===== src/sv/scaled_font_rect_renderer_assert.svh =====
// Assertion macros for the scaled font and rectangle renderer.
// Included by the top level; depends on nothing else.
`ifndef SCALED_FONT_RECT_RENDERER_ASSERT_SVH
`define SCALED_FONT_RECT_RENDERER_ASSERT_SVH

// Same-cycle implication, disabled while reset is asserted.
`define SRF_ASSERT_IMPLIES(name, clk_s, rst_n, ante, cons, msg) \
	name: assert property (@(posedge clk_s) disable iff (!rst_n) (ante) |-> (cons)) \
		else $error(msg);

// Next-cycle implication, disabled while reset is asserted.
`define SRF_ASSERT_NEXT(name, clk_s, rst_n, ante, cons, msg) \
	name: assert property (@(posedge clk_s) disable iff (!rst_n) (ante) |=> (cons)) \
		else $error(msg);

`endif


===== src/sv/srf_queue.sv =====
// Small first-in first-out queue used between the stages of the renderer.
// Stand-alone; no package dependency.
module srf_queue #(
	parameter int WIDTH = 8,
	parameter int DEPTH = 2
) (
	input  logic                       clk,
	input  logic                       arst_n,
	input  logic                       push,
	input  logic [WIDTH-1:0]           wdata,
	input  logic                       pop,
	output logic [WIDTH-1:0]           rdata,
	output logic                       full,
	output logic                       empty,
	output logic [$clog2(DEPTH+1)-1:0] count
);

	localparam int PTR_W = (DEPTH > 1) ? $clog2(DEPTH) : 1;
	localparam int CNT_W = $clog2(DEPTH + 1);

	logic [WIDTH-1:0] store_q [DEPTH];
	logic [PTR_W-1:0] wr_ptr_q, rd_ptr_q;
	logic [CNT_W-1:0] count_q;
	logic             do_push, do_pop;

	assign full    = (count_q == CNT_W'(DEPTH));
	assign empty   = (count_q == '0);
	assign count   = count_q;
	assign rdata   = store_q[rd_ptr_q];
	assign do_push = push & ~full;
	assign do_pop  = pop & ~empty;

	always_ff @(posedge clk or negedge arst_n) begin
		if (!arst_n) begin
			wr_ptr_q <= '0;
			rd_ptr_q <= '0;
			count_q  <= '0;
		end else begin
			if (do_push) begin
				wr_ptr_q <= (wr_ptr_q == PTR_W'(DEPTH - 1)) ? '0 : wr_ptr_q + 1'b1;
			end
			if (do_pop) begin
				rd_ptr_q <= (rd_ptr_q == PTR_W'(DEPTH - 1)) ? '0 : rd_ptr_q + 1'b1;
			end
			if (do_push && !do_pop) begin
				count_q <= count_q + 1'b1;
			end else if (do_pop && !do_push) begin
				count_q <= count_q - 1'b1;
			end
		end
	end

	always_ff @(posedge clk) begin
		if (do_push) begin
			store_q[wr_ptr_q] <= wdata;
		end
	end

endmodule


===== config.mk =====
export PLATFORM = sky130hd
export DESIGN_NAME = srf_queue
export DESIGN_NICKNAME = d
export VERILOG_FILES = /design/src/sv/scaled_font_rect_renderer_assert.svh /design/src/sv/srf_queue.sv
export SDC_FILE = /design/constraint.sdc
export NUM_CORES = 1
export LEC_CHECK = 0
export ABC_CLOCK_PERIOD_IN_PS = 2400
export BUFFER_PORTS_ARGS = -buffer_cell sky130_fd_sc_hd__buf_2
export CAP_MARGIN = 20
export CELL_PAD_IN_SITES_DETAIL_PLACEMENT = 1
export CELL_PAD_IN_SITES_GLOBAL_PLACEMENT = 1
export CORE_MARGIN = 3
export CORE_UTILIZATION = 35
export DETAILED_ROUTE_END_ITERATION = 6
export PLACE_DENSITY_LB_ADDON = 0.1
export SLEW_MARGIN = 20
export SYNTH_ARGS = -nofsm -noshare
export SYNTH_HDL_FRONTEND = slang
export SYNTH_SLANG_ARGS = --single-unit

===== constraint.sdc =====
create_clock -name clk -period 2.4 [get_ports clk]
set_input_delay 0.12 -clock clk [delete_from_list [all_inputs] [get_ports clk]]
set_output_delay 0.12 -clock clk [all_outputs]
set_load 0.03 [all_outputs]

==> flow_summary.json <==
{
  "finalHoldViolCount": 0,
  "path_max_fanout": 8,
  "internal-power_w": 0.0007407,
  "seq_area_frac_synth": 0.7424,
  "fp.dieH_um": 53.27,
  "layout_setup_ws_ns": 0.7727,
  "swShare": 0.4078,
  "grt_antenna_before_repair": 0,
  "num_rows": 16,
  "ys_ff_latch": 20,
  "r2r_slack_ns": 0.77,
  "synthTopCellsByArea": "edfxtp_1 (61%), dfrtp_1 (13%), mux2_1 (8.6%)",
  "slew_headroom": 0.5454,
  "ff2ff_path_depth": 3,
  "rsz0062_at_grt": "false",
  "ys_types": 15,
  "die-area_sq_um": 2838,
  "holdPathEnd": "store_q[0][7]",
  "ctsRootBufferMaster": "clkbuf_4",
  "slowest_stage": "nor2_1",
  "clk_latency_ns": 0.29,
  "r2r-end": "store_q[0][1]",
  "combPwrFrac": 0.428,
  "grt_pass1_vias": 444,
  "drt_iter0_drc": 3,
  "numCtsBuffers": 3,
  "synth_area_sq_um": 782.0,
  "multiInputGateArea_sq_um": 188.9,
  "num_antenna_cells": 0,
  "mostFrequentLayoutCells": "buf_2 (23), edfxtp_1 (16), mux2_1 (6)",
  "yosys_warnings": 0,
  "hp-start": "wdata[7]",
  "final_cells": 101,
  "grt_pass1_wl_um": 1904,
  "utilization": 0.4859,
  "arrival_ns": 1.55,
  "dp.final_hpwl_um": 933.1,
  "finalSetupViolations": 0,
  "syn_nets": 57,
  "wl_per_cell_um": 12.68,
  "grt_usage": 0.09618,
  "cp_num_buf_inv": 0,
  "yosys.area.top_type_share": 0.6144,
  "clkPwrFrac": 0.120,
  "fp.dieW_um": 53.27,
  "avgSynthCellArea_sq_um": 17.77,
  "finalClockSkew_ns": 0.008850,
  "mostFrequentLayoutCell": "buf_2",
  "p_switching_w": 0.0005099,
  "yosysTopAreaCell": "edfxtp_1",
  "port_buffers": 23,
  "ios": 24,
  "syn_inst": 44,
  "clk_pin_slew_ns": 0.11,
  "overflow": 0,
  "p_leak_nw": 0.4142,
  "fillers": 217,
  "drc": 0,
  "timing.fmax_ghz": 0.6145,
  "viasPerCell": 4.376,
  "max_slew.worst_pin.slew_ns": 0.6793,
  "ir_worst_vdd_v": 0.0007399,
  "p_seq_frac": 0.452,
  "p_per_area_nw_per_um2": 1260,
  "min_path_cells": 1,
  "max_stage_delay_ns": 0.53,
  "via_count": 442,
  "drv_cap": 0,
  "gp_congestion": 0.6805,
  "end_kind": "register",
  "critical_path_class": "register to register",
  "dpl.cell_count": 93,
  "cts.sinks": 20,
  "fin_setup_tns_ns": 0,
  "core-area_sq_um": 2042,
  "layout.nets": 88,
  "min_period_over_period": 0.6781,
  "startpoint_type": "register",
  "period_needed_ns": 1.627,
  "final_max_slew_viol_count": 0,
  "crit_chain": "nand2b_1, nand2_2, nor2_1",
  "rr_startpoint": "count[0]",
  "status": "finished, final reports clean",
  "cp.required_ns": 2.32,
  "cts_htree_levels": 1,
  "grt_max_degree": 12,
  "cts_tree": "done",
  "hold_ws_ns": 0.01673,
  "clock_path_buffers": 2,
  "dp_slack_ns": 0.7722,
  "dr.pass1.iters": 2,
  "ant_nets": 0,
  "drive_gt1_frac": 0.4054,
  "cts_post_setup_buffers_inserted": 0,
  "area_delta_synth_final_pct": 26.88,
  "start_util": 0.3830,
  "path_delay_family": "simple AND/OR/NAND/NOR gates",
  "routed_wl_um": 1281,
  "hold_class": "primary input to register",
  "regArea_sq_um": 580.6
}
stage by stage:
step / instance area (sq um) / total power, W
global route: 992.2 / 0.001326
finish: 992.2 / 0.001251
floorplan: 782.0 / 0.0009623
detailed placement: 925.9 / 0.001109
CTS: 962.2 / 0.001266
global placement: 925.9 / 0.001103
area by class of cell:
| cell class | instances | share of cell area |
|---|---|---|
| Tap cell | 27 | 0.03405 |
| Clock inverter | 1 | 0.003783 |
| Multi-Input combinational cell | 21 | 0.1904 |
| Clock buffer | 3 | 0.02270 |
| Sequential cell | 20 | 0.5851 |
| Timing Repair Buffer | 27 | 0.1564 |
| Inverter | 2 | 0.007566 |
how the worst max path moves through the flow:
| stage | startpoint | endpoint | depth (start not counted) |
|---|---|---|---|
| finish | count[0] | store_q[0][1] | 3 |
| floorplan | count[0] | store_q[0][0] | 3 |
| global placement | count[0] | store_q[0][3] | 3 |
| global route | count[0] | store_q[0][1] | 3 |
| detailed placement | count[0] | store_q[0][3] | 3 |
| CTS | count[0] | store_q[0][1] | 3 |
synth_stat cells (all sizes together):
library cell / count
xor2: 2
edfxtp: 16
nand2: 1
buf: 1
nor2: 3
mux2: 8
nand2b: 1
xnor2: 3
and3: 1
ha: 1
o21ai: 1
inv: 2
dfrtp: 4
power groups by stage:
stage | combinational (W) | sequential (W) | clock, W
global route | 0.000572 | 0.000579 | 0.000175
detailed placement | 0.000535 | 0.000574 | 0
global placement | 0.000532 | 0.000571 | 0
CTS | 0.000541 | 0.000567 | 0.000157
finish | 0.000535 | 0.000565 | 0.000150
floorplan | 0.000394 | 0.000568 | 0
cell families (layout without fill, tap and decap cells):
logic type	after synthesis	count (layout)	share of synthesized area
compound gates	1	1	0.006394
xor+xnor	5	5	0.06561
fa+ha+maj	1	1	0.01600
buf+inv	3	33	0.01600
flops	20	20	0.7424
mux	8	8	0.1152
simple gates	6	6	0.03841
sequential cells by signal (all words and copies together), names as in the netlist:
register,count
rd_ptr_q,1
store_q,16
count,2
wr_ptr_q,1
timing repair:
item | CTS | global route
gates resized for setup | 0 | 0
hold buffers | 1 | 3
setup endpoints to repair | 0 | 0
hold endpoints to repair | 4 | 6
routing by layer:
metal / share of wire / vias to the layer above / wire, um / global-route usage
met2: 0.51 / 13 / 647 / 0.1592
met4: 0 / 0 / 0 / 0.03830
met3: 0.050 / 0 / 64 / 0.02817
li1: - / 218 / - / -
met5: 0 / - / 0 / 0
met1: 0.44 / 211 / 570 / 0.1159
Note: power is estimated with default switching activity, not from simulation.
