===== src/sv/scaled_font_rect_renderer_assert.svh =====
// Assertion macros for the scaled font and rectangle renderer.
// Included by the top level; depends on nothing else.
`ifndef SCALED_FONT_RECT_RENDERER_ASSERT_SVH
`define SCALED_FONT_RECT_RENDERER_ASSERT_SVH

// Same-cycle implication, disabled while reset is asserted.
`define SRF_ASSERT_IMPLIES(name, clk_s, rst_n, ante, cons, msg) \
	name: assert property (@(posedge clk_s) disable iff (!rst_n) (ante) |-> (cons)) \
		else $error(msg);

// Next-cycle implication, disabled while reset is asserted.
`define SRF_ASSERT_NEXT(name, clk_s, rst_n, ante, cons, msg) \
	name: assert property (@(posedge clk_s) disable iff (!rst_n) (ante) |=> (cons)) \
		else $error(msg);

`endif


===== src/sv/srf_pkg.sv =====
// Shared types, codes and the 5x7 column font of the renderer.
// No dependencies; imported by the front, the back, the top level and the testbench.
package srf_pkg;

	localparam logic OP_FILL = 1'b0;
	localparam logic OP_CHAR = 1'b1;

	localparam int CFG_IDX_W = 2;
	localparam logic [CFG_IDX_W-1:0] CFG_FOREGROUND = 2'd0;
	localparam logic [CFG_IDX_W-1:0] CFG_BACKGROUND = 2'd1;
	localparam logic [CFG_IDX_W-1:0] CFG_SCALE      = 2'd2;

	localparam int COORD_W     = 14;
	localparam int CURSOR_W    = 13;
	localparam int CURSOR_MAX  = 4095;
	localparam int GLYPH_COLS  = 5;
	localparam int GLYPH_ROWS  = 7;
	localparam int JOB_DEPTH   = 2;
	localparam int OUT_DEPTH   = 8;

	typedef logic signed [COORD_W-1:0] coord_t;
	typedef logic signed [CURSOR_W-1:0] cursor_t;

	typedef struct packed {
		logic               opcode;
		logic               first_char;
		logic [7:0]         char_code;
		logic signed [11:0] pos_x;
		logic signed [11:0] pos_y;
		logic [10:0]        rect_width;
		logic [10:0]        rect_height;
		logic [15:0]        rect_color;
	} item_t;

	typedef struct packed {
		logic        visible;
		logic [7:0]  col_start;
		logic [7:0]  col_end;
		logic [7:0]  row_start;
		logic [7:0]  row_end;
		logic [15:0] pixel_color;
		logic [15:0] pixel_count;
		logic        last_window;
	} result_t;

	// One classified item as it waits between the front and the back.
	typedef struct packed {
		logic        is_char;
		coord_t      x;
		coord_t      y;
		logic [10:0] w;
		logic [10:0] h;
		logic [15:0] color;
		logic [7:0]  code;
		logic [3:0]  scale;
	} job_t;

	typedef struct packed {
		logic [15:0] fg;
		logic [15:0] bg;
	} colors_t;

	// Unclipped window as produced by the sequencer.
	typedef struct packed {
		coord_t      x;
		coord_t      y;
		logic [10:0] w;
		logic [10:0] h;
		logic [15:0] color;
		logic        last;
	} win_t;

	// Window after rejection and clipping.
	typedef struct packed {
		logic        vis;
		logic [7:0]  x;
		logic [7:0]  y;
		logic [10:0] w;
		logic [10:0] h;
		logic [15:0] color;
		logic        last;
	} clip_t;

	// Column 0 is leftmost; bit 0 of a column is the top row.
	typedef logic [0:GLYPH_COLS-1][7:0] glyph_t;

	function automatic glyph_t font_glyph(input logic [7:0] code);
		glyph_t g;
		case (code)
			8'h30: g = 40'h3E_51_49_45_3E;
			8'h31: g = 40'h00_42_7F_40_00;
			8'h32: g = 40'h62_51_49_49_46;
			8'h33: g = 40'h22_49_49_49_36;
			8'h34: g = 40'h18_14_12_7F_10;
			8'h35: g = 40'h2F_49_49_49_31;
			8'h36: g = 40'h3E_49_49_49_32;
			8'h37: g = 40'h01_71_09_05_03;
			8'h38: g = 40'h36_49_49_49_36;
			8'h39: g = 40'h26_49_49_49_3E;
			8'h41: g = 40'h7E_11_11_11_7E;
			8'h42: g = 40'h7F_49_49_49_36;
			8'h43: g = 40'h3E_41_41_41_22;
			8'h44: g = 40'h7F_41_41_22_1C;
			8'h45: g = 40'h7F_49_49_49_41;
			8'h46: g = 40'h7F_09_09_09_01;
			8'h47: g = 40'h3E_41_49_49_7A;
			8'h48: g = 40'h7F_08_08_08_7F;
			8'h49: g = 40'h00_41_7F_41_00;
			8'h4A: g = 40'h20_40_41_3F_01;
			8'h4B: g = 40'h7F_08_14_22_41;
			8'h4C: g = 40'h7F_40_40_40_40;
			8'h4D: g = 40'h7F_02_0C_02_7F;
			8'h4E: g = 40'h7F_04_08_10_7F;
			8'h4F: g = 40'h3E_41_41_41_3E;
			8'h50: g = 40'h7F_09_09_09_06;
			8'h51: g = 40'h3E_41_51_21_5E;
			8'h52: g = 40'h7F_09_19_29_46;
			8'h53: g = 40'h46_49_49_49_31;
			8'h54: g = 40'h01_01_7F_01_01;
			8'h55: g = 40'h3F_40_40_40_3F;
			8'h56: g = 40'h1F_20_40_20_1F;
			8'h57: g = 40'h3F_40_38_40_3F;
			8'h58: g = 40'h63_14_08_14_63;
			8'h59: g = 40'h07_08_70_08_07;
			8'h5A: g = 40'h61_51_49_45_43;
			8'h3A: g = 40'h00_36_36_00_00;
			8'h2D: g = 40'h08_08_08_08_08;
			8'h2E: g = 40'h00_60_60_00_00;
			default: g = '0;
		endcase
		return g;
	endfunction

endpackage


===== src/sv/srf_front.sv =====
// Front end: configuration registers, text cursor and item classification.
// Depends on srf_pkg; feeds the job queue read by srf_back.
module srf_front import srf_pkg::*; (
	input  logic                 clk,
	input  logic                 arst_n,
	input  logic                 item_valid,
	input  item_t                item,
	input  logic                 job_full,
	input  logic                 cfg_valid,
	input  logic [CFG_IDX_W-1:0] cfg_index,
	input  logic [15:0]          cfg_data,
	output logic                 cfg_ready,
	output logic                 job_push,
	output job_t                 job,
	output colors_t              colors
);

	logic [15:0] fg_q, bg_q;
	logic [3:0]  scale_q;
	cursor_t     cursor_q;

	logic        accept;
	logic [3:0]  scale_eff;
	logic [6:0]  step6;
	cursor_t     start_x;
	coord_t      advanced;
	logic        is_char;

	assign cfg_ready = 1'b1;
	assign accept    = item_valid & ~job_full;
	assign job_push  = accept;
	assign is_char   = (item.opcode == OP_CHAR);
	assign scale_eff = (scale_q == 4'd0) ? 4'd1 : scale_q;
	assign step6     = 7'({scale_eff, 2'b00}) + 7'({scale_eff, 1'b0});
	assign start_x   = item.first_char ? cursor_t'(item.pos_x) : cursor_q;
	assign advanced  = coord_t'(start_x) + coord_t'(step6);
	assign colors    = '{fg: fg_q, bg: bg_q};

	always_comb begin
		job.is_char = is_char;
		job.x       = is_char ? coord_t'(start_x) : coord_t'(item.pos_x);
		job.y       = coord_t'(item.pos_y);
		job.w       = item.rect_width;
		job.h       = item.rect_height;
		job.color   = item.rect_color;
		job.code    = item.char_code;
		job.scale   = scale_eff;
	end

	always_ff @(posedge clk or negedge arst_n) begin
		if (!arst_n) begin
			fg_q     <= 16'hFFFF;
			bg_q     <= 16'h0000;
			scale_q  <= 4'd1;
			cursor_q <= '0;
		end else begin
			if (cfg_valid) begin
				case (cfg_index)
					CFG_FOREGROUND: fg_q <= cfg_data;
					CFG_BACKGROUND: bg_q <= cfg_data;
					CFG_SCALE:      scale_q <= cfg_data[3:0];
					default: ;
				endcase
			end
			// The cursor moves on as soon as a character is accepted.
			if (accept && is_char) begin
				cursor_q <= (advanced > coord_t'(CURSOR_MAX)) ?
					cursor_t'(CURSOR_MAX) : cursor_t'(advanced);
			end
		end
	end

endmodule


===== config.mk =====
export PLATFORM = sky130hd
export DESIGN_NAME = srf_front
export DESIGN_NICKNAME = d
export VERILOG_FILES = /design/src/sv/scaled_font_rect_renderer_assert.svh /design/src/sv/srf_pkg.sv /design/src/sv/srf_front.sv
export SDC_FILE = /design/constraint.sdc
export NUM_CORES = 1
export LEC_CHECK = 0
export ABC_AREA = 1
export BUFFER_PORTS_ARGS = -buffer_cell sky130_fd_sc_hd__buf_2
export CORE_MARGIN = 2
export CORE_UTILIZATION = 44
export DETAILED_ROUTE_END_ITERATION = 8
export GPL_TIMING_DRIVEN = 0
export MAX_ROUTING_LAYER = met4
export PLACE_DENSITY = 0.82
export SYNTH_ARGS = -nofsm -noshare
export SYNTH_HDL_FRONTEND = slang
export SYNTH_SLANG_ARGS = --single-unit
export TNS_END_PERCENT = 1

===== constraint.sdc =====
create_clock -name clk -period 3.35 [get_ports clk]
set_input_delay 0.335 -clock clk [delete_from_list [all_inputs] [get_ports clk]]
set_output_delay 0.335 -clock clk [all_outputs]
set_load 0.005 [all_outputs]

==> reports/metrics.cfg, run 1 <==
[sta]
fmax_mhz = 332.5
tns_ns = 0
period_share = 0.8978
slew_headroom = 0.2418
setup-violations-final = 0
slew_violations = 0
min_period_ns = 3.008
fin_skew_ns = 0.01078
rsz0062_at_grt = no
hold_violations = 0
worstMarginPinSlew_ns = 1.137

[logic_synthesis]
synth_edf_count = 0
ys_warn_count = 0
avgSynthCellArea_um2 = 7.566
syn_area_um2 = 3390
ys_top_cells_by_area = dfrtp_1, buf_4, nand2_1
yosysTopAreaCellShare = 0.2362
synth_cells = 448
ys.flop_type = dfrtp_1
ys_seq_area_frac = 0.3680
synth-seq-cells = 49
ys_types = 31
yosysTopAreaCell = dfrtp_1
syn_nets = 555
synth-async-reset-ratio = 1.000

[final_layout]
area_delta_synth_final_pct = 28.76
fill_cells = 748
antenna_cells = 0
layout.nets = 709
drive_gt1_frac = 0.4461

[routing]
vias_per_cell = 4.576
firstDrtPassIters = 4
wl_um = 8722
via_count = 3226
drt_iter0_drc = 87
ant_nets = 0
wl_per_cell_um = 12.37
drc = 0

[pwr]
power_density_nw_per_um2 = 492.2
irDropWorstVdd_uv = 287.4
p_leak_nw = 2.552
finalPower_mw = 2.148

[clock_network]
cts_root_buf = clkbuf_8
cts_buffers = 5
clkLatencyLatePin_ns = 0.30
clockBufferDepth = 2
post_cts_resized = 0
clock_sinks = 49
htreeDepth = 2
cts_tree = yes
postCtsHoldBufs = 0
path_clk_slew_ns = 0.09
post_cts.repair.setup_buffers = 0

[setup_path]
arrival_ns = 3.20
cp.required_ns = 3.55
endpoint_kind = flop
worstSetupPathType = flop to flop
path_max_fanout = 7
cp-start-kind = flop

[global_routing]
grt_overflow = 0
grt.total_usage = 0.2040
grt_pass1_wl_um = 13570
grt_max_degree = 50
grt_pass1_vias = 2942
antenna_found_initial = 0

[floorplan]
num_io_pins = 208
core.rowCount = 32
die_h_um = 91.77
die_x_um = 91.77
core_um2 = 7607
start_util = 0.4456
die_area_um2 = 8422

[placed_design]
gp_congestion = 0.9299
port_buffers = 147
hpwl_um = 6945

[run]
cap_violations = 0

[outcome]
status = complete, no violations

[hold_path]
hp-class = input pin to async pin

-- power by group --
group | leakage, nW | internal (mW) | switching (mW)
clock network | 0.0554 | 0.225 | 0.208
logic | 1.93 | 0.400 | 0.505
registers | 0.565 | 0.740 | 0.0692
total | 2.55 | 1.37 | 0.783
-- final cells by class --
cell class | count | area (um^2) | area share
buffer | 75 | 526.8 | 0.1207
timing repair buffer | 147 | 735.7 | 0.1686
clock inverter | 2 | 38.79 | 0.008888
clock buffer | 6 | 72.57 | 0.01663
tap | 102 | 127.6 | 0.02924
sequential | 49 | 1247 | 0.2858
multi-input combinational | 261 | 1379 | 0.3159
inverter | 63 | 236.5 | 0.05419
-- cell families after synthesis --
| logic type | after synthesis | share of synthesized area |
|---|---|---|
| flip-flops | 49 | 0.3680 |
| AO/OA/AOI/OAI | 59 | 0.09118 |
| buffers and inverters | 138 | 0.2252 |
| other | 1 | 0.001106 |
| multiplexers | 1 | 0.002953 |
| AND/OR/NAND/NOR | 180 | 0.2422 |
| XOR/XNOR | 8 | 0.02067 |
| adder cells (fa/ha/maj) | 12 | 0.04873 |
-- synth_stat cells, drive strengths merged, types with 2 or more instances --
cell type	number
a31oi	2
buf	65
clkbuf	10
dfrtp	32
dfstp	17
fa	2
ha	10
inv	62
nand2	130
nand3	17
nand3b	2
nand4	3
nor2	25
o21ai	56
or2	2
xnor2	2
xor2	6
-- critical path, cell delays in order, from the launching register on --
cell and delay (ns):
dfrtp_1 0.45, inv_1 0.11, ha_1 0.21, inv_1 0.06, nor3_1 0.05, or2_2 0.31, or2_2 0.28, nand2_1 0.11
inv_1 0.06, ha_1 0.27, nand3_1 0.09, nor2_1 0.19, nand3_2 0.13, nand3_4 0.14, inv_2 0.04, nand2_2 0.08
nand3_4 0.15, nor2_2 0.14, nor2_2 0.04
-- final timing paths --
kind,startpoint,to,slack (ns),depth (start not counted)
max in group asynchronous,arst_n,cursor_q[8]$_DFFE_PN0P_,2.40,1
worst max-delay path,scale_q[2]$_DFFE_PN0P_,cursor_q[10]$_DFFE_PN0P_,0.34,18
worst min register to register,bg_q[2]$_DFFE_PN0P_,bg_q[2]$_DFFE_PN0P_,0.49,2
worst min-delay path,arst_n,bg_q[12]$_DFFE_PN0P_,0.24,1
worst max register to register,scale_q[2]$_DFFE_PN0P_,cursor_q[10]$_DFFE_PN0P_,0.34,18
min in group clk,cfg_data[5],fg_q[5]$_DFFE_PN1P_,0.26,3
-- state kept, by name, indices dropped and copies added, names as in the netlist --
| register | cells |
|---|---|
| bg_q | 16 |
| fg_q | 16 |
| cursor_q | 13 |
| scale_q | 4 |
-- layout by cell type (no fill, tap or decap), drive strengths merged --
master and instances:
a21oi 1, a31oi 2, buf 212, bufinv 1, clkbuf 16, clkinv 2, conb 1, dfrtp 32
dfstp 17, fa 2, ha 10, inv 62, mux2i 1, nand2 130, nand3 17, nand3b 2
nand4 3, nor2 25, nor3 1, o21ai 56, or2 2, xnor2 2, xor2 6
-- metrics by stage --
step           hold slack, ns  utilization  cells  worst slack [ns]  instance area (um^2)
2_1_floorplan         0.03941            -    448            0.6488                  3390
3_3_place_gp           0.4617       0.5590    697            0.4112                  4253
3_5_place_dp           0.4703       0.5590    697            0.3359                  4253
4_1_cts                0.2489       0.5737    705            0.3137                  4364
5_1_grt                0.2789       0.5737    705           0.05665                  4364
6_report               0.2445       0.5737    705            0.3425                  4364
-- per-layer routing --
metal | global-route usage | part of all wire | vias up
met5 | - | 0 | -
met4 | 0.04353 | 0.011 | 0
met3 | 0.04684 | 0.086 | 8
met2 | 0.3664 | 0.51 | 142
met1 | 0.2332 | 0.39 | 1451
li1 | - | - | 1625
Power figures use the tool's default switching activity.
==> run 2: changes to the inputs <==
--- a/config.mk
+++ b/config.mk
@@ -8,11 +8,12 @@
 export ABC_AREA = 1
 export BUFFER_PORTS_ARGS = -buffer_cell sky130_fd_sc_hd__buf_2
 export CORE_MARGIN = 2
-export CORE_UTILIZATION = 44
+export CORE_UTILIZATION = 45
+export CTS_BUF_LIST = sky130_fd_sc_hd__clkbuf_4 sky130_fd_sc_hd__clkbuf_8
 export DETAILED_ROUTE_END_ITERATION = 8
 export GPL_TIMING_DRIVEN = 0
 export MAX_ROUTING_LAYER = met4
-export PLACE_DENSITY = 0.82
+export PLACE_DENSITY = 0.83
 export SYNTH_ARGS = -nofsm -noshare
 export SYNTH_HDL_FRONTEND = slang
 export SYNTH_SLANG_ARGS = --single-unit
==> reports/metrics.cfg, run 2 (synthesis results as in run 1) <==
[final_layout]
drive_gt1_frac = 0.4478  ; +0.001658
top_regs = bg_q x16, fg_q x16, cursor_q x13
multi_input_area_um2 = 1379  ; unchanged
antenna_cells = 0  ; unchanged
area_delta_synth_final_pct = 28.31
final_common_cell = buf_2
fill_cells = 705  ; -5.7%
final_cell_mix = buf_2, nand2_1, buf_4
layout.nets = 709  ; unchanged
final-seq-area_um2 = 1247  ; unchanged

[sta]
setup-violations-final = 0  ; unchanged
tns_ns = 0  ; unchanged
fin_skew_ns = 0.003406  ; -0.007370 ns
period_share = 0.8962  ; -0.001523
fmax_mhz = 333.1  ; +0.17%
rsz0062_at_grt = no
worstMarginPinSlew_ns = 1.123  ; -0.01391 ns
hold_violations = 0  ; unchanged
slew_violations = 0  ; unchanged
slew_headroom = 0.2511  ; +0.009272
min_period_ns = 3.002  ; -0.005102 ns

[setup_path]
endpoint_kind = flop
critical_path.top_delay_family = simple AND/OR/NAND/NOR gates
cp.required_ns = 3.55  ; about the same
cp-start-kind = flop
cp_common_cell = inv_1
cpPeakStageDelay_ns = 0.45  ; about the same
cp_slowest_cell = dfrtp_1
worstSetupPathType = flop to flop
cp_cell_sequence = inv_1 > ha_1 > inv_1 > nor3_1 > or2_2 > or2_2 > nand2_1 > inv_1 > ha_1 > nand3_1 > nor2_1 > nand3_2 > nand3_4 > inv_2 > nand2_2 > nand3_4 > nor2_2 > nor2_2
path_max_fanout = 7  ; unchanged
path_buf_inv = 4  ; unchanged
arrival_ns = 3.20  ; about the same

[floorplan]
core_um2 = 7292  ; -4.1%
num_io_pins = 208  ; unchanged
die_area_um2 = 8243  ; -2.1%
start_util = 0.4648  ; +0.01927
die_x_um = 90.79  ; -1.1%
core.rowCount = 31  ; -3.1%
die_h_um = 90.79  ; -1.1%

[routing]
top_layer_used = met4
firstDrtPassIters = 4  ; unchanged
vias_per_cell = 4.570  ; -0.13%
wl_um = 8989  ; +3.1%
wl_per_cell_um = 12.80  ; +3.5%
drt_iter0_drc = 112  ; +29%
drc = 0  ; unchanged
wl_met1_um = 3528  ; +2.7%
dr_wl_met3_um = 731  ; -2.4%
via_count = 3208  ; -0.56%
routed-wl-met2_um = 4657  ; +4.9%
ant_nets = 0  ; unchanged

[global_routing]
grt_pass1_wl_um = 14500  ; +6.9%
grt_max_degree = 50  ; unchanged
grt.total_usage = 0.2184  ; +0.01435
grt_overflow = 0  ; unchanged
grt_pass1_vias = 3083  ; +4.8%
antenna_found_initial = 0  ; unchanged

[clock_network]
postCtsHoldBufs = 0  ; unchanged
cts_buffers = 5  ; unchanged
htreeDepth = 2  ; unchanged
clock_sinks = 49  ; unchanged
cts_tree = yes
path_clk_slew_ns = 0.10  ; about the same
clkLatencyLatePin_ns = 0.30  ; about the same
clockBufferDepth = 2  ; unchanged
cts_root_buf = clkbuf_8
post_cts_resized = 0  ; unchanged
post_cts.repair.setup_buffers = 0  ; unchanged

[placed_design]
port_buffers = 147  ; unchanged
hpwl_um = 7177  ; +3.3%
gp_congestion = 0.9599  ; +3.2%

[pwr]
p_comb_frac = 0.431  ; +0.009
power_density_nw_per_um2 = 483.1  ; -1.8%
power.internal_mw = 1.313  ; -3.8%
p_clk_frac = 0.183  ; -0.018
irDropWorstVdd_uv = 241.7  ; -16%
sequentialPowerShare = 0.385  ; +0.008
switching_share = 0.3751  ; +0.01081
p_leak_nw = 2.549  ; -0.14%
power.switching_uw = 788.2  ; +0.72%
finalPower_mw = 2.101  ; -2.2%

[outcome]
status = complete, no violations

[run]
cap_violations = 0  ; unchanged

[hold_path]
hp-class = input pin to async pin

-- run 2: changes by cell type in the layout (fill, tap and decap cells not counted) --
cell,before,now
bufinv_16,1,0
clkbuf_1,11,10
clkbuf_8,5,6
inv_6,0,1
-- run 2: worst paths after layout --
check / start / end / slack [ns] / depth (start not counted)
setup reg to reg: scale_q[2]$_DFFE_PN0P_ / cursor_q[10]$_DFFE_PN0P_ / 0.35 / 18
min in group clk: cfg_data[14] / fg_q[14]$_DFFE_PN1P_ / 0.25 / 3
hold reg to reg: bg_q[15]$_DFFE_PN0P_ / bg_q[15]$_DFFE_PN0P_ / 0.49 / 2
hold / removal: arst_n / bg_q[11]$_DFFE_PN0P_ / 0.23 / 1
setup / recovery: scale_q[2]$_DFFE_PN0P_ / cursor_q[10]$_DFFE_PN0P_ / 0.35 / 18
max in group asynchronous: arst_n / cursor_q[10]$_DFFE_PN0P_ / 2.42 / 1
-- run 2: routing by layer --
layer  global-route usage  vias to the layer above
met5                    -                        -
li1                     -                     1615
met1               0.2480                     1439
met3              0.04508                        6
met2               0.3943                      148
met4              0.05303                        0
-- run 2: power by group through the flow --
stage / clock network, mW / logic, mW / registers [mW]
3_3_place_gp: 0 / 0.889 / 0.813
2_1_floorplan: 0 / 0.625 / 0.813
5_1_grt: 0.416 / 1.04 / 0.825
3_5_place_dp: 0 / 0.912 / 0.817
4_1_cts: 0.396 / 0.915 / 0.809
6_report: 0.386 / 0.906 / 0.810
-- run 2: through the flow --
stage                     utilization  std cells  setup slack [ns]  cell area [um^2]  hold WS [ns]
final                          0.5964        702            0.3476              4349        0.2255
after global routing           0.5964        702           0.05425              4349        0.2588
after CTS                      0.5964        702            0.3349              4349        0.2422
after detailed placement       0.5827        694            0.3620              4249        0.4703
after global placement         0.5827        694            0.4007              4249        0.4639
after floorplan                     -        448            0.6488              3390       0.03941
-- run 2: area by class of cell --
cell class,instances,area share
plain buffers,75,0.1211
multi-input cells,261,0.3170
flip-flops and latches,49,0.2868
clock inverters,2,0.004028
well taps,99,0.02848
clock buffers,6,0.01899
repair buffers,147,0.1692
inverters,63,0.05437
==> run 3: changes to the inputs <==
--- a/config.mk
+++ b/config.mk
@@ -5,7 +5,6 @@
 export SDC_FILE = /design/constraint.sdc
 export NUM_CORES = 1
 export LEC_CHECK = 0
-export ABC_AREA = 1
 export BUFFER_PORTS_ARGS = -buffer_cell sky130_fd_sc_hd__buf_2
 export CORE_MARGIN = 2
 export CORE_UTILIZATION = 45
@@ -13,7 +12,7 @@
 export DETAILED_ROUTE_END_ITERATION = 8
 export GPL_TIMING_DRIVEN = 0
 export MAX_ROUTING_LAYER = met4
-export PLACE_DENSITY = 0.83
+export PLACE_DENSITY = 0.84
 export SYNTH_ARGS = -nofsm -noshare
 export SYNTH_HDL_FRONTEND = slang
 export SYNTH_SLANG_ARGS = --single-unit
==> reports/metrics.cfg, run 3 <==
[logic_synthesis]
ys_types = 50  ; +61%
synth_most_common_cell = buf_4
synth-seq-cells = 49  ; unchanged
synth_edf_count = 0  ; unchanged
yosys.area_share.simple = 0.09437  ; -0.1478
syn_nets = 416  ; -25%
ys.flop_type = dfrtp_1
synthAdderAreaFrac = 0.04924  ; +0.0005089
syn_area_um2 = 3354  ; -1.0%
synth_mux_area_frac = 0.1835  ; +0.1806
yosysTopAreaCell = dfrtp_1
synth_common_cells = buf_4, mux2_2, dfrtp_1, nor2_1, dfstp_2
synth-compound-area-share = 0.1070  ; +0.01587
synth_top_family_by_area = multiplexers
ys_warn_count = 0  ; unchanged
ys_top_cells_by_area = dfrtp_1, mux2_2, buf_4
synth-async-reset-ratio = 1.000  ; unchanged
synth_cells = 309  ; -31%
yosys.area_share.xor_xnor = 0.02350  ; +0.002827
ys_seq_area_frac = 0.3719  ; +0.003844
avgSynthCellArea_um2 = 10.86  ; +43%
yosysTopAreaCellShare = 0.2387  ; +0.002467

[global_routing]
grt_overflow = 0  ; unchanged
grt_use_met3 = 0.04841  ; +0.003339
grt_busiest_layer = met2
grt_use_met2 = 0.3503  ; -0.04403
antenna_found_initial = 0  ; unchanged
grt_max_degree = 50  ; unchanged
grt_pass1_wl_um = 12950  ; -11%
use_met1 = 0.2254  ; -0.02258
grt_pass1_vias = 2751  ; -11%
grt.total_usage = 0.1981  ; -0.02026

[clock_network]
post_cts.repair.setup_buffers = 0  ; unchanged
cts_tree = yes
postCtsHoldBufs = 0  ; unchanged
htreeDepth = 2  ; unchanged
clockBufferDepth = 2  ; unchanged
cts_buffers = 5  ; unchanged
clock_sinks = 49  ; unchanged
path_clk_slew_ns = 0.10  ; about the same
cts_root_buf = clkbuf_8
post_cts_resized = 0  ; unchanged
clkLatencyLatePin_ns = 0.30  ; about the same

[routing]
vias_per_cell = 4.904  ; +7.3%
ant_nets = 0  ; unchanged
drt_iter0_drc = 101  ; -9.8%
drc = 0  ; unchanged
via_count = 2756  ; -14%
firstDrtPassIters = 4  ; unchanged
wl_per_cell_um = 14.47  ; +13%
wl_um = 8130  ; -9.6%

[setup_path]
cp_slowest_cell = dfrtp_1
cp_cell_sequence = and2_1 > fa_1 > xor2_1 > ha_1 > o211a_1 > a211oi_2 > or3_1 > buf_4 > nor4b_4 > a31oi_4 > buf_6 > a31oi_2
worstSetupPathType = flop to flop
cpPeakStageDelay_ns = 0.46  ; about the same
reg2reg_to = cursor_q[11]$_DFFE_PN0P_
endpoint_kind = flop
arrival_ns = 3.30  ; +0.10 ns
path_max_fanout = 10  ; +3
cp.required_ns = 3.50  ; -0.05 ns
reg2reg_depth = 12  ; -6
r2r_slack_ns = 0.20  ; -0.15 ns
timing.rr.start = scale_q[1]$_DFFE_PN0P_
cp-start-kind = flop

[final_layout]
drive_gt1_frac = 0.6501  ; +0.2023
final_cells = 562  ; -20%
layout.nets = 569  ; -20%
finish.utilization = 0.5962  ; about the same
antenna_cells = 0  ; unchanged
final_cell_mix = buf_2, buf_4, mux2_2
design_area_um2 = 4324  ; -0.58%
area_delta_synth_final_pct = 28.91
fill_cells = 620  ; -12%
final_common_cell = buf_2
top_regs = bg_q x16, fg_q x16, cursor_q x13

[sta]
fmax_mhz = 317.5  ; -4.7%
min_period_ns = 3.149  ; +0.1469 ns
worstMarginPinSlew_ns = 1.099  ; -0.02447 ns
period_share = 0.9401  ; +0.04386
hold_ws_ns = 0.2411  ; +0.01555 ns
fin_skew_ns = 0.003390  ; -0.00001599 ns
rsz0062_at_grt = no
slew_headroom = 0.2674  ; +0.01632
hold_violations = 0  ; unchanged
tns_ns = 0  ; unchanged
setup-violations-final = 0  ; unchanged
slew_violations = 0  ; unchanged
setup_slack_ns = 0.2006  ; -0.1469 ns

[floorplan]
start_util = 0.4625  ; -0.002344
die_h_um = 90.34  ; -0.50%
die_area_um2 = 8161  ; -0.99%
core_um2 = 7253  ; -0.53%
num_io_pins = 208  ; unchanged
core.rowCount = 31  ; unchanged
die_x_um = 90.34  ; -0.50%

[placed_design]
post_dp_cell_area_um2 = 4209  ; -0.94%
hpwl_um = 6616  ; -7.8%
port_buffers = 146  ; -0.68%
dp_worst_setup_slack_ns = -0.08669  ; -0.4487 ns
gp_congestion = 0.8731  ; -9.0%
dp_cells = 554  ; -20%

[pwr]
finalPower_mw = 2.369  ; +13%
p_leak_nw = 2.153  ; -16%
irDropWorstVdd_uv = 327.9  ; +36%
power_density_nw_per_um2 = 547.9  ; +13%

[outcome]
status = complete, no violations

[hold_path]
hp-class = input pin to async pin

[run]
cap_violations = 0  ; unchanged

==> run 3: changes by cell type after synthesis, moves of 10 or more <==
cell and delta:
nand2_1 -119, nand3_1 -10, mux2_2 +49, nor2_2 -16, inv_1 -53, a21oi_1 +12, o21ai_0 -48, nor2_1 +17
==> run 3: report_power, final <==
part	leakage [nW]	internal, mW	switching, mW
combinational	1.54	0.563	0.525
clock	0.0588	0.233	0.207
sequential	0.554	0.757	0.0840
total	2.15	1.55	0.816
==> run 3: how the worst max path moves through the flow <==
stage / start / to / slack, ns
floorplan: item[70] / cursor_q[4]$_DFFE_PN0P_ / 0.30
global placement: item[70] / cursor_q[11]$_DFFE_PN0P_ / -0.04
detailed placement: item[70] / cursor_q[11]$_DFFE_PN0P_ / -0.09
CTS: scale_q[1]$_DFFE_PN0P_ / cursor_q[11]$_DFFE_PN0P_ / 0.18
global route: item[70] / cursor_q[0]$_DFFE_PN0P_ / 0.01
finish: scale_q[1]$_DFFE_PN0P_ / cursor_q[11]$_DFFE_PN0P_ / 0.20
==> run 3: per-layer routing <==
metal / routed length [um] / share of wire / vias to the layer above
met1: 3153 / 0.39 / 1302
met2: 4211 / 0.52 / 141
met5: 0 / 0 / -
met4: 72 / 0.0089 / 0
li1: - / - / 1305
met3: 693 / 0.085 / 8
==> run 3: kinds of logic (layout without fill, tap and decap cells) <==
family                   count (synthesis)  after routing
AO/OA/AOI/OAI                           43             43
flip-flops                              49             49
adder cells (fa/ha/maj)                 12             12
XOR/XNOR                                 9              9
other                                    1              1
AND/OR/NAND/NOR                         57             57
buffers and inverters                   83            237
multiplexers                            55             55
==> run 3: cell type report <==
cell class                      instances  area [um^2]  area share
Multi-Input combinational cell        177         1539      0.3559
Sequential cell                        49         1247      0.2885
Timing Repair Buffer                  146        730.7      0.1690
Buffer                                 75        538.0      0.1244
Tap cell                               99        123.9     0.02865
Clock buffer                            6        76.32     0.01765
Clock inverter                          2        38.79    0.008970
Inverter                                8        30.03    0.006944
==> run 3: worst max-delay path: cells and delay by family, from the launching register on <==
family,cells,cell delay (ns)
AOI/OAI and AO/OA,4,0.57
DFF,1,0.46
and+or+nand+nor,3,0.69
buffers and inverters,2,0.35
adders and majority gates,2,0.76
xor gates and xnor gates,1,0.18
